$ cat src/design/lgrs_pkg.sv
// Shared constants and types for the life generation row stencil.
package lgrs_pkg;

	localparam int ROW_W       = 64;   // port width of a grid row
	localparam int MAX_COLS    = 64;   // columns held and computed, 3..ROW_W
	localparam int CFG_W       = 7;    // width of cols_in_use
	localparam int COLS_RESET  = 64;
	localparam int QUEUE_DEPTH = 2;    // default job queue depth, at least 2
	localparam int APB_DW      = 32;
	localparam int APB_AW      = 3;

	// register index, from paddr[2]
	localparam logic REG_COLS_IN_USE = 1'b0;

	typedef logic [MAX_COLS-1:0] row_t;

	// one unit of back-end work: up to two output rows
	typedef struct packed {
		row_t above;
		row_t here;
		row_t below;
		logic first;   // emit gen(above, here, below)
		logic last;    // emit gen(here, below, 0) as the bottom row
	} job_t;

endpackage

$ cat src/design/lgrs_in_if.sv
// Input row channel: valid/ready with one grid row.
interface lgrs_in_if;
	logic                       valid;
	logic                       ready;
	logic [lgrs_pkg::ROW_W-1:0] row_cells;
	logic                       last_row;

	modport source (output valid, row_cells, last_row, input ready);
	modport sink (input valid, row_cells, last_row, output ready);
endinterface

$ cat src/design/lgrs_out_if.sv
// Output row channel: valid/ready with one next-generation row.
interface lgrs_out_if;
	logic                       valid;
	logic                       ready;
	logic [lgrs_pkg::ROW_W-1:0] next_row;
	logic                       row_last;

	modport source (output valid, next_row, row_last, input ready);
	modport sink (input valid, next_row, row_last, output ready);
endinterface

$ cat src/design/lgrs_front.sv
// Front end: holds the two previous rows; each request but a non-last first row makes a job.
module lgrs_front (
	input  logic           clk,
	input  logic           arst_n,
	lgrs_in_if.sink        cells,
	input  logic           job_ready,
	output logic           job_valid,
	output lgrs_pkg::job_t job
);

	lgrs_pkg::row_t upper_q;
	lgrs_pkg::row_t middle_q;
	logic           have_q;     // at least one row of the grid held
	logic           accept;
	lgrs_pkg::row_t row_in;

	assign row_in    = cells.row_cells[lgrs_pkg::MAX_COLS-1:0];
	assign cells.ready = job_ready;
	assign accept    = cells.valid && job_ready;

	// upper_q is zero while only one row is held, so one form covers both cases
	assign job_valid   = cells.valid && (have_q || cells.last_row);
	assign job.above   = upper_q;
	assign job.here    = middle_q;
	assign job.below   = row_in;
	assign job.first   = have_q;
	assign job.last    = cells.last_row;

	always_ff @(posedge clk or negedge arst_n) begin
		if (!arst_n) begin
			have_q   <= 1'b0;
			upper_q  <= '0;
			middle_q <= '0;
		end else if (accept) begin
			if (cells.last_row) begin
				have_q   <= 1'b0;
				upper_q  <= '0;
				middle_q <= '0;
			end else begin
				have_q   <= 1'b1;
				upper_q  <= have_q ? middle_q : '0;
				middle_q <= row_in;
			end
		end
	end

endmodule

$ cat src/design/lgrs_queue.sv
// Short job queue between front and back ends.
module lgrs_queue #(
	parameter int DEPTH = lgrs_pkg::QUEUE_DEPTH
) (
	input  logic           clk,
	input  logic           arst_n,
	input  logic           push,
	input  lgrs_pkg::job_t push_job,
	output logic           not_full,
	input  logic           pop,
	output logic           head_valid,
	output lgrs_pkg::job_t head
);

	localparam int PTR_W = $clog2(DEPTH);
	localparam int CNT_W = $clog2(DEPTH + 1);

	lgrs_pkg::job_t   mem_q [DEPTH];
	logic [PTR_W-1:0] wr_ptr_q;
	logic [PTR_W-1:0] rd_ptr_q;
	logic [CNT_W-1:0] count_q;
	logic             do_push;

	assign not_full   = count_q != CNT_W'(DEPTH);
	assign head_valid = count_q != '0;
	assign head       = mem_q[rd_ptr_q];
	assign do_push    = push && not_full;

	always_ff @(posedge clk) begin
		if (do_push) begin
			mem_q[wr_ptr_q] <= push_job;
		end
	end

	always_ff @(posedge clk or negedge arst_n) begin
		if (!arst_n) begin
			wr_ptr_q <= '0;
			rd_ptr_q <= '0;
			count_q  <= '0;
		end else begin
			if (do_push) begin
				wr_ptr_q <= (wr_ptr_q == PTR_W'(DEPTH - 1)) ? '0 : wr_ptr_q + 1'b1;
			end
			if (pop) begin
				rd_ptr_q <= (rd_ptr_q == PTR_W'(DEPTH - 1)) ? '0 : rd_ptr_q + 1'b1;
			end
			if (do_push && !pop) begin
				count_q <= count_q + 1'b1;
			end else if (!do_push && pop) begin
				count_q <= count_q - 1'b1;
			end
		end
	end

`ifndef SYNTH
	a_count_bound: assert property (@(posedge clk) disable iff (!arst_n)
		count_q <= CNT_W'(DEPTH))
		else $error("queue count above depth");
	a_pop_nonempty: assert property (@(posedge clk) disable iff (!arst_n)
		pop |-> count_q != '0)
		else $error("pop from empty queue");
	a_push_grows: assert property (@(posedge clk) disable iff (!arst_n)
		(do_push && !pop) |=> count_q == $past(count_q) + 1'b1)
		else $error("push lost");
`endif

endmodule

$ cat src/design/lgrs_back.sv
// Back end: applies the B3/S23 rule to a job and drives the result register.
module lgrs_back (
	input  logic                       clk,
	input  logic                       arst_n,
	input  logic [lgrs_pkg::CFG_W-1:0] cols_in_use,
	input  logic                       head_valid,
	input  lgrs_pkg::job_t             head,
	output logic                       pop,
	lgrs_out_if.source                 result
);

	localparam int MC = lgrs_pkg::MAX_COLS;

	function automatic lgrs_pkg::row_t life_step(
		input lgrs_pkg::row_t ab,
		input lgrs_pkg::row_t hr,
		input lgrs_pkg::row_t bl,
		input lgrs_pkg::row_t mk
	);
		logic [MC+1:0]  ap;
		logic [MC+1:0]  hp;
		logic [MC+1:0]  bp;
		lgrs_pkg::row_t res;
		logic [3:0]     n;
		ap = {1'b0, ab & mk, 1'b0};
		hp = {1'b0, hr & mk, 1'b0};
		bp = {1'b0, bl & mk, 1'b0};
		res = '0;
		for (int j = 0; j < MC; j++) begin
			n = 4'(ap[j]) + 4'(ap[j+1]) + 4'(ap[j+2]) + 4'(hp[j]) + 4'(hp[j+2])
			  + 4'(bp[j]) + 4'(bp[j+1]) + 4'(bp[j+2]);
			res[j] = (n == 4'd3) || (hp[j+1] && n == 4'd2);
		end
		return res & mk;
	endfunction

	logic                       phase_q;   // first row of a two-row job already sent
	logic                       res_valid_q;
	lgrs_pkg::row_t             res_row_q;
	logic                       res_last_q;
	logic [lgrs_pkg::CFG_W-1:0] n_cols;
	lgrs_pkg::row_t             mask;
	logic                       do_first;
	logic                       load;
	lgrs_pkg::row_t             gen_row;

	assign n_cols = (cols_in_use > lgrs_pkg::CFG_W'(MC)) ? lgrs_pkg::CFG_W'(MC) : cols_in_use;

	always_comb begin
		for (int j = 0; j < MC; j++) begin
			mask[j] = lgrs_pkg::CFG_W'(j) < n_cols;
		end
	end

	assign do_first = head.first && !phase_q;
	assign gen_row  = do_first ? life_step(head.above, head.here, head.below, mask)
	                           : life_step(head.here, head.below, '0, mask);
	assign load     = head_valid && (!res_valid_q || result.ready);
	assign pop      = load && !(do_first && head.last);

	assign result.valid    = res_valid_q;
	assign result.next_row = lgrs_pkg::ROW_W'(res_row_q);
	assign result.row_last = res_last_q;

	always_ff @(posedge clk) begin
		if (load) begin
			res_row_q  <= gen_row;
			res_last_q <= !do_first;
		end
	end

	always_ff @(posedge clk or negedge arst_n) begin
		if (!arst_n) begin
			res_valid_q <= 1'b0;
			phase_q     <= 1'b0;
		end else begin
			if (load) begin
				res_valid_q <= 1'b1;
			end else if (result.ready) begin
				res_valid_q <= 1'b0;
			end
			if (pop) begin
				phase_q <= 1'b0;
			end else if (load) begin
				phase_q <= 1'b1;
			end
		end
	end

`ifndef SYNTH
	a_phase_job: assert property (@(posedge clk) disable iff (!arst_n)
		phase_q |-> head_valid && head.first && head.last)
		else $error("second phase without a two-row job");
	a_split_job: assert property (@(posedge clk) disable iff (!arst_n)
		(load && do_first && head.last) |=> phase_q && res_valid_q && !res_last_q)
		else $error("two-row job not split");
	a_last_flag: assert property (@(posedge clk) disable iff (!arst_n)
		(load && !do_first) |=> res_last_q)
		else $error("bottom row not marked last");
`endif

endmodule

$ cat src/design/life_generation_row_stencil_top.sv
// Top level of the life generation row stencil.
// One B3/S23 generation on a non-wrapping grid, one row per request.
// cells:  rows top to bottom, bit j = column j; last_row marks the bottom row.
// result: next-generation rows in order; row_last marks the bottom row.
// APB: register 0 (byte address 0) is cols_in_use; columns at or above it
// are dead on input and zero on output. Write it only while the block is idle.
// A grid of N rows gives N results: the first row gives none, each later row
// gives the row above, and the last row also gives the bottom row
// (a single-row grid gives one result).
// Throughput: one row accepted per cycle while the job queue is not full. The
// result register delivers one row per cycle, so the last request of a grid
// yields two result rows in turn; the job queue (QUEUE_DEPTH entries) absorbs the extra row.
// A request is first registered in the job queue and its result then in the
// result register; the bottom row is loaded there after the row above it.
// If result is stalled, the queue fills and cells.ready drops; nothing is lost.
// Reset clears the held rows, the queue and the result register, and sets
// cols_in_use to 64; the block takes requests right after reset.
module life_generation_row_stencil_top #(
	parameter int QUEUE_DEPTH = lgrs_pkg::QUEUE_DEPTH
) (
	input  logic                        clk,
	input  logic                        arst_n,
	lgrs_in_if.sink                     cells,
	lgrs_out_if.source                  result,
	input  logic                        psel,
	input  logic                        penable,
	input  logic                        pwrite,
	input  logic [lgrs_pkg::APB_AW-1:0] paddr,
	input  logic [lgrs_pkg::APB_DW-1:0] pwdata,
	output logic [lgrs_pkg::APB_DW-1:0] prdata,
	output logic                        pready
);

	logic [lgrs_pkg::CFG_W-1:0] cols_q;
	logic                       job_valid;
	logic                       job_ready;
	lgrs_pkg::job_t             job;
	logic                       head_valid;
	lgrs_pkg::job_t             head;
	logic                       pop;
	logic                       cfg_wr;

	assign pready = 1'b1;
	assign cfg_wr = psel && penable && pwrite && (paddr[2] == lgrs_pkg::REG_COLS_IN_USE);
	assign prdata = (paddr[2] == lgrs_pkg::REG_COLS_IN_USE)
	              ? lgrs_pkg::APB_DW'(cols_q) : '0;

	always_ff @(posedge clk or negedge arst_n) begin
		if (!arst_n) begin
			cols_q <= lgrs_pkg::CFG_W'(lgrs_pkg::COLS_RESET);
		end else if (cfg_wr) begin
			cols_q <= pwdata[lgrs_pkg::CFG_W-1:0];
		end
	end

	lgrs_front u_front (
		.clk       (clk),
		.arst_n    (arst_n),
		.cells     (cells),
		.job_ready (job_ready),
		.job_valid (job_valid),
		.job       (job)
	);

	lgrs_queue #(
		.DEPTH (QUEUE_DEPTH)
	) u_queue (
		.clk        (clk),
		.arst_n     (arst_n),
		.push       (job_valid),
		.push_job   (job),
		.not_full   (job_ready),
		.pop        (pop),
		.head_valid (head_valid),
		.head       (head)
	);

	lgrs_back u_back (
		.clk         (clk),
		.arst_n      (arst_n),
		.cols_in_use (cols_q),
		.head_valid  (head_valid),
		.head        (head),
		.pop         (pop),
		.result      (result)
	);

endmodule

$ cat src/flat_wrapper.sv
// flat-port wrapper written by rule: the top's interface ports become plain ports
module life_generation_row_stencil_top_flat 
#(
	parameter int QUEUE_DEPTH = lgrs_pkg::QUEUE_DEPTH
)
  (clk, arst_n, psel, penable, pwrite, paddr, pwdata, prdata, pready, cells_valid, cells_row_cells, cells_last_row, cells_ready, result_valid, result_next_row, result_row_last, result_ready);
  lgrs_in_if cells_i ();
  lgrs_out_if result_i ();
  input  logic clk;
  input  logic arst_n;
  input  logic psel;
  input  logic penable;
  input  logic pwrite;
  input  logic [lgrs_pkg::APB_AW-1:0] paddr;
  input  logic [lgrs_pkg::APB_DW-1:0] pwdata;
  output logic [lgrs_pkg::APB_DW-1:0] prdata;
  output logic pready;
  input wire logic [$bits(cells_i.valid)-1:0] cells_valid;
  input wire logic [$bits(cells_i.row_cells)-1:0] cells_row_cells;
  input wire logic [$bits(cells_i.last_row)-1:0] cells_last_row;
  output wire logic [$bits(cells_i.ready)-1:0] cells_ready;
  output wire logic [$bits(result_i.valid)-1:0] result_valid;
  output wire logic [$bits(result_i.next_row)-1:0] result_next_row;
  output wire logic [$bits(result_i.row_last)-1:0] result_row_last;
  input wire logic [$bits(result_i.ready)-1:0] result_ready;
  assign cells_i.valid = cells_valid;
  assign cells_i.row_cells = cells_row_cells;
  assign cells_i.last_row = cells_last_row;
  assign cells_ready = cells_i.ready;
  assign result_valid = result_i.valid;
  assign result_next_row = result_i.next_row;
  assign result_row_last = result_i.row_last;
  assign result_i.ready = result_ready;
  life_generation_row_stencil_top #(.QUEUE_DEPTH(QUEUE_DEPTH)) u_core (.clk(clk), .arst_n(arst_n), .cells(cells_i), .result(result_i), .psel(psel), .penable(penable), .pwrite(pwrite), .paddr(paddr), .pwdata(pwdata), .prdata(prdata), .pready(pready));
endmodule
$ cat config.mk
export PLATFORM = sky130hd
export DESIGN_NAME = life_generation_row_stencil_top_flat
export DESIGN_NICKNAME = d
export VERILOG_FILES = /design/src/design/lgrs_pkg.sv /design/src/design/lgrs_in_if.sv /design/src/design/lgrs_out_if.sv /design/src/design/lgrs_front.sv /design/src/design/lgrs_queue.sv /design/src/design/lgrs_back.sv /design/src/design/life_generation_row_stencil_top.sv /design/src/flat_wrapper.sv
export SDC_FILE = /design/constraint.sdc
export NUM_CORES = 2
export LEC_CHECK = 0
export BUFFER_PORTS_ARGS = -buffer_cell sky130_fd_sc_hd__clkbuf_2
export CORE_MARGIN = 4
export CORE_UTILIZATION = 35
export CTS_CLUSTER_DIAMETER = 40
export DETAILED_ROUTE_END_ITERATION = 10
export GPL_ROUTABILITY_DRIVEN = 0
export PLACE_DENSITY = 0.49
export SLEW_MARGIN = 20
export SYNTH_ARGS = -nofsm -noshare
export SYNTH_HDL_FRONTEND = slang
export SYNTH_SLANG_ARGS = --single-unit
export TNS_END_PERCENT = 5
$ cat constraint.sdc
create_clock -name clk -period 13.1 [get_ports clk]
set_input_delay 0.655 -clock clk [delete_from_list [all_inputs] [get_ports clk]]
set_output_delay 0.655 -clock clk [all_outputs]
set_load 0.02 [all_outputs]
**Yosys cells after proc, flatten, opt, wreduce, memory -nomap -nowiden**

Memory sizes are Yosys's and may differ from the RTL's.
Cells that the tools add are included.

- Add/subtract/negate cells: 696
- $lt $le $gt $ge: 65
- Equality and inequality tests: 257
- Muxes and demuxes: 17
- Bitwise logic cells: 6
- Reductions and logical operators: 280

Operator list:

| cell | count |
|---|---|
| 4-bit by 1-bit adder with 4-bit output | 315 |
| 4-bit by 2-bit == test with 1-bit output (second input constant) | 254 |
| 3-bit by 1-bit adder with 4-bit output | 125 |
| 2-bit by 1-bit adder with 3-bit output | 126 |
| 64-bit AND | 5 |
| 64-bit two-way mux | 4 |
| 1-bit by 1-bit adder with 2-bit output | 126 |
| 6-bit by 7-bit < comparator with 1-bit output (first input constant) | 32 |
| 1-bit logical AND | 140 |
| 1-bit logical OR | 130 |
| 5-bit by 7-bit < comparator with 1-bit output (first input constant) | 16 |
| 4-bit by 7-bit < comparator with 1-bit output (first input constant) | 8 |
| 3-bit by 7-bit < comparator with 1-bit output (first input constant) | 4 |
| 1-bit by 7-bit < comparator with 1-bit output (first input constant) | 2 |
| 2-bit by 7-bit < comparator with 1-bit output (first input constant) | 2 |
| 7-bit two-way mux | 2 |
| 1-bit two-way mux | 9 |
| 2-bit nonzero test | 4 |
| 7-bit greater-than comparator (second input constant) | 1 |
| 3-bit by 2-bit == test with 1-bit output (second input constant) | 2 |
| 1-bit logical NOT | 6 |
| 2-bit two-way mux | 2 |
| 1-bit adder (second input constant) | 2 |
| 2-bit by 1-bit adder with 2-bit output (second input constant) | 1 |
| 3 further kinds | 3 |

- Bits in registers: 207
- Memory bits (writable): 388
- Bits of input ports: 107
- Output and inout bits: 100
- Word-level logic and storage cells: 1333
- Memories kept: 1

Memory list:

| name | words | width | rd ports | clocked after memory_dff | write ports | RTL line | source |
|---|---|---|---|---|---|---|---|
| u_core.u_queue.mem_q | 2 | 194 | 1 | 0 | 1 | lgrs_queue.sv:18 | `lgrs_pkg::job_t mem_q [DEPTH];` |

**Logic depth before layout (Yosys ltp)**

- Depth in word-level cells: 16
- Gate-level depth with buffers: 18
- Mapped depth without buffers: 15

**By module**

Synthesis repeated with hierarchy kept, for this count alone.

- Cells, all modules: 3141
- Area, all modules: 40588.9 µm²

Modules (own cells, without submodules):

| module | times used | cells each | area each (µm²) | sequential area each (µm²) |
|---|---|---|---|---|
| lgrs_back | 1 | 2048 | 19396.1 | 2001.9 |
| lgrs_queue | 1 | 622 | 14815.5 | 11751.3 |
| lgrs_front | 1 | 421 | 5834.3 | 3228.1 |
| life_generation_row_stencil_top | 1 | 50 | 543.0 | 176.4 |

**Worst setup path before layout**

No wires, ideal clock.

- Path type: in2reg
- Start point: input port cells_last_row
- End point: memory u_core.u_queue.mem_q[0][0] in the netlist's numbering (enable)
- Setup time: 0.752 ns
- Arrival time: 9.123 ns
- Data required time: 12.348 ns
- Setup slack: 3.225 ns
- Cell stages on the path: 3
- Path buffers: 1
- Path through: clkbuf_1 o211ai_1 nor2_1

- Word-level cells in the longest chain between the ends: 5

Ends and longest elaborated chain:

| item | RTL line | source |
|---|---|---|
| start: declaration | flat_wrapper.sv:20 | `input wire logic [$bits(cells_i.last_row)-1:0] cells_last_row;` |
| 1-bit logical OR | lgrs_front.sv:22 | `assign job_valid = cells.valid && (have_q \|\| cells.last_row);` |
| 1-bit logical AND | lgrs_front.sv:22 |  |
| 1-bit logical AND | lgrs_queue.sv:27 | `assign do_push = push && not_full;` |
| 1-bit two-way mux | lgrs_queue.sv:30 | `if (do_push) begin` |
| 1-bit two-way mux (implied by the code) | lgrs_queue.sv:31 | `mem_q[wr_ptr_q] <= push_job;` |
| end: declaration | lgrs_queue.sv:18 |  |

No other way between the ends.

**Worst setup path in the final report**

- Start point: register u_core.cols_q[2] in the netlist's numbering
- End point: register u_core.u_back.res_row_q[44], in the netlist u_core.u_back.result.next_row[44], data pin

- Word-level cells in the longest chain between the ends: 16
- Elaborated cells on any way between the ends: 30
- Those cells by class: add/sub (11); order compare (4); eq/ne (4); mux (2); bitwise (5); reduce/logical (4)

Ends and longest elaborated chain:

| item | RTL line | source |
|---|---|---|
| start: declaration | life_generation_row_stencil_top.sv:34 | `logic [lgrs_pkg::CFG_W-1:0] cols_q;` |
| start signal: assignment | life_generation_row_stencil_top.sv:50 | `cols_q <= lgrs_pkg::CFG_W'(lgrs_pkg::COLS_RESET);` |
| start signal: assignment | life_generation_row_stencil_top.sv:52 | `cols_q <= pwdata[lgrs_pkg::CFG_W-1:0];` |
| 7-bit greater-than comparator | lgrs_back.sv:47 | `assign n_cols = (cols_in_use > lgrs_pkg::CFG_W'(MC)) ? lgrs_pkg::CFG_W'(MC) : cols_in_use;` |
| 7-bit two-way mux * | lgrs_back.sv:47 |  |
| 6-bit by 7-bit < comparator with 1-bit output | lgrs_back.sv:51 | `mask[j] = lgrs_pkg::CFG_W'(j) < n_cols;` |
| 64-bit AND | lgrs_back.sv:25 | `ap = {1'b0, ab & mk, 1'b0};` |
| 1-bit by 1-bit adder with 2-bit output | lgrs_back.sv:30 | `n = 4'(ap[j]) + 4'(ap[j+1]) + 4'(ap[j+2]) + 4'(hp[j]) + 4'(hp[j+2])` |
| 2-bit by 1-bit adder with 3-bit output | lgrs_back.sv:30 |  |
| 3-bit by 1-bit adder with 4-bit output | lgrs_back.sv:30 |  |
| 4-bit by 1-bit adder with 4-bit output | lgrs_back.sv:30 |  |
| 4-bit by 1-bit adder with 4-bit output (3 in series) | lgrs_back.sv:31 | `+ 4'(bp[j]) + 4'(bp[j+1]) + 4'(bp[j+2]);` |
| 4-bit by 2-bit == test with 1-bit output | lgrs_back.sv:32 | `res[j] = (n == 4'd3) \|\| (hp[j+1] && n == 4'd2);` |
| 1-bit logical AND | lgrs_back.sv:32 |  |
| 1-bit logical OR | lgrs_back.sv:32 |  |
| 64-bit AND | lgrs_back.sv:34 | `return res & mk;` |
| 64-bit two-way mux * | lgrs_back.sv:56 | `assign gen_row = do_first ? life_step(head.above, head.here, head.below, mask)` |
| via u_core.u_back.gen_row[44] | lgrs_back.sv:45 | `lgrs_pkg::row_t gen_row;` |
| end signal: assignment | lgrs_back.sv:67 | `res_row_q <= gen_row;` |
| end: declaration | lgrs_back.sv:39 | `lgrs_pkg::row_t res_row_q;` |

The timed path passes the listed nets; every way through them passes the cells marked *.
A chain may end at the register's enable or synchronous reset.

==> flow_summary.toml <==
[routing]
viasPerCell = 4.80
drc = 0
ant_nets = 0
via_count = 23700
wl_per_cell_um = 20.1
drt_iter0_drc = 1124
drt_wl_total_mm = 99.1
firstDrtPassIters = 5

[grt]
grt_pass1_wl_mm = 154
grt_pass1_vias = 25100
grt_antenna_before_repair = 13
grt.overflow.total = 0
grt_max_degree = 135
grt.total_usage_pct = 17.3

[cts]
cts_setup_buffers = 0
clock_latency_ns = 0.67
cts_resized = 0
hold_buffers = 1
tritoncts = "yes"
cts_sinks = 595
root_buffer = "clkbuf_16"
clock_path_buffers = 3
cts_buffers = 100
clkSlewWorstSetupHoldPaths_ns = 0.06
h-tree-depth = 3

[timing]
finalCritPeriodShare_pct = 45.2
skew_ns = 0.0344
hold_viol_final = 0
setup_viol = 0
max_freq_mhz = 169
drv_slew = 0
maxSlewHeadroom_pct = 26.6
finalCriticalPeriod_ns = 5.92
tightest_slew_ns = 1.09
rsz0062_at_grt = "false"
tns_ns = 0

[job]
maxCapViolations = 0

[worst_setup_path]
critical_path_class = "reg2reg"
setup.worst_path.start = "u_core.cols_q[2]"
reg2reg_slack_ns = 7.18
rr_worst_depth = 14
start_kind = "flop"
cp.required_ns = 13.55
crit_path_end = "u_core.u_back.result.next_row[44]"
arrival_ns = 6.37
r2r-end = "u_core.u_back.result.next_row[44]"
crit_path_max_fanout = 21
end_kind = "flop"
reg2reg_from = "u_core.cols_q[2]"

[logic_synthesis]
yosys_warnings = 0
ys_types = 66
synthArstFlopShare_pct = 23.9
syn_inst = 3165
yosysTopAreaCellShare_pct = 34.6
synth-edff-count = 453
ys_seq_area_share_pct = 43.6
syn_avg_cell_area_um2 = 12.4
synth_area_um2 = 39400
ys_ff_latch = 595
synth_area_leaders = "edfxtp_1, fa_1, dfrtp_1"
ys.flop_type = "edfxtp_1"
yosysTopAreaCell = "edfxtp_1"

[placement]
port_buffers = 153
hpwl_mm = 67.9

[min_path]
min_path_type = "in2reg"

[floorplan]
die-area_um2 = 118000
io_pins = 207
fp.dieW_um = 343
rows = 122
start_util_pct = 35.4
core_area_um2 = 111000
die_h_um = 343

[cells_and_area]
final_nets = 4092
area_delta_synth_final_pct = 14.7
drive_above_1_share_pct = 17.6

[outcome]
status = "completed"
-- worst min path at each step --
stage / start / to / slack [ns] / cells after the start
2_1_floorplan: arst_n / u_core.cols_q[0] / 0.36 / 0
3_3_place_gp: u_core.u_front.upper_q[3] / u_core.u_queue.mem_q[0][133] / 0.45 / 0
3_5_place_dp: u_core.u_front.upper_q[0] / u_core.u_queue.mem_q[1][130] / 0.45 / 0
4_1_cts: cells_row_cells[46] / u_core.u_queue.mem_q[1][48] / 0.14 / 1
5_1_grt: cells_row_cells[1] / u_core.u_queue.mem_q[1][3] / 0.16 / 1
6_report: cells_row_cells[1] / u_core.u_queue.mem_q[0][3] / 0.20 / 1
-- stage by stage --
stage | utilization [%] | instance area, µm² | setup WS (ns) | hold slack (ns) | std cells
2_1_floorplan | - | 39500 | 3.23 | 0.359 | 3189
3_3_place_gp | 37.5 | 41700 | 7.20 | 0.449 | 4738
3_5_place_dp | 37.5 | 41700 | 7.20 | 0.454 | 4738
4_1_cts | 40.6 | 45100 | 7.16 | 0.136 | 4925
5_1_grt | 40.6 | 45100 | 6.93 | 0.161 | 4925
6_report | 40.6 | 45200 | 7.18 | 0.196 | 4928
-- flip-flops by register name, indices dropped and copies added, names as in the netlist --
| name | count |
|---|---|
| u_core.u_queue.count_q | 2 |
| u_core.u_queue.mem_q | 388 |
| u_core.u_front.middle_q | 64 |
| u_core.u_front.upper_q | 64 |
| u_core.u_queue.wr_ptr_q | 1 |
| u_core.u_back.result.valid | 1 |
| u_core.u_back.result.next_row | 64 |
| u_core.cols_q | 7 |
| u_core.u_queue.rd_ptr_q | 1 |
| u_core.u_back.result.row_last | 1 |
| u_core.u_front.have_q | 1 |
| u_core.u_back.phase_q | 1 |
-- Yosys cell counts, types with 4 or more instances --
| cell | count |
|---|---|
| a2111o_1 | 5 |
| a2111oi_0 | 4 |
| a211o_1 | 18 |
| a211oi_1 | 8 |
| a21boi_0 | 4 |
| a21boi_1 | 25 |
| a21o_1 | 28 |
| a21oi_1 | 93 |
| a22o_1 | 64 |
| and2_0 | 26 |
| and2_1 | 62 |
| buf_1 | 5 |
| buf_2 | 40 |
| buf_4 | 44 |
| buf_6 | 8 |
| clkbuf_1 | 31 |
| dfrtp_1 | 141 |
| edfxtp_1 | 453 |
| fa_1 | 378 |
| ha_1 | 254 |
| inv_1 | 517 |
| mux2_2 | 164 |
| mux2i_1 | 36 |
| nand2_1 | 229 |
| nand2b_1 | 70 |
| nand3_1 | 26 |
| nand3b_1 | 26 |
| nand4b_1 | 20 |
| nor2_1 | 36 |
| nor2b_1 | 15 |
| nor3_1 | 5 |
| nor4b_1 | 4 |
| o2111ai_1 | 66 |
| o21a_1 | 10 |
| o21ai_0 | 120 |
| o22ai_1 | 26 |
| o311a_1 | 4 |
| or2_2 | 57 |
-- logic make-up after synthesis --
family	count (synthesis)	share of synthesized area, %
mux	201	5.65
xor+xnor	5	0.111
buf+inv	646	6.86
compound gates	494	8.60
other cells	2	0.0191
fa+ha+maj	632	27.3
flops	595	43.6
simple gates	590	7.88
-- placed cells by master, fill, tap and decap left out, types with 60 or more instances in the layout --
master | Yosys | routed
a22o_1 | 64 | 64
inv_1 | 517 | 517
nand2b_1 | 70 | 70
and2_1 | 62 | 60
a21oi_1 | 93 | 91
ha_1 | 254 | 254
edfxtp_1 | 453 | 453
o2111ai_1 | 66 | 66
o21ai_0 | 120 | 120
clkbuf_16 | 0 | 103
mux2_2 | 164 | 164
fa_1 | 378 | 378
clkbuf_2 | 0 | 152
dfrtp_1 | 141 | 140
nand2_1 | 229 | 228
-- metal layers --
metal,track usage [%],wire (µm)
met5,0,9
met4,4.22,1900
met3,2.85,4570
met2,28.8,47300
met1,23.6,45300
-- layout make-up --
class	count	area, µm²
Antenna cell	3	7.51
Clock buffer	113	2680
Clock inverter	73	781
Fill cell	10700	66000
Inverter	518	1950
Multi-Input combinational cell	1948	19600
Sequential cell	595	17200
Tap cell	1488	1860
Timing Repair Buffer	190	1090
-- critical path, stage by stage, from the launching register on --
cell and delay [ns]:
dfrtp_1 0.66, buf_4 0.43, a21oi_1 0.11, o21ai_0 0.86, nand2_1 0.52, fa_1 0.68
fa_1 0.43, fa_1 0.49, inv_1 0.04, ha_1 0.20, fa_1 0.38, or2_2 0.29
o21ai_0 0.09, o2111ai_1 0.16, a21boi_1 0.36
Power is left out: the tool's default activity adds up to more than one toggle a clock period on the data nets, which glitch-free logic cannot reach.
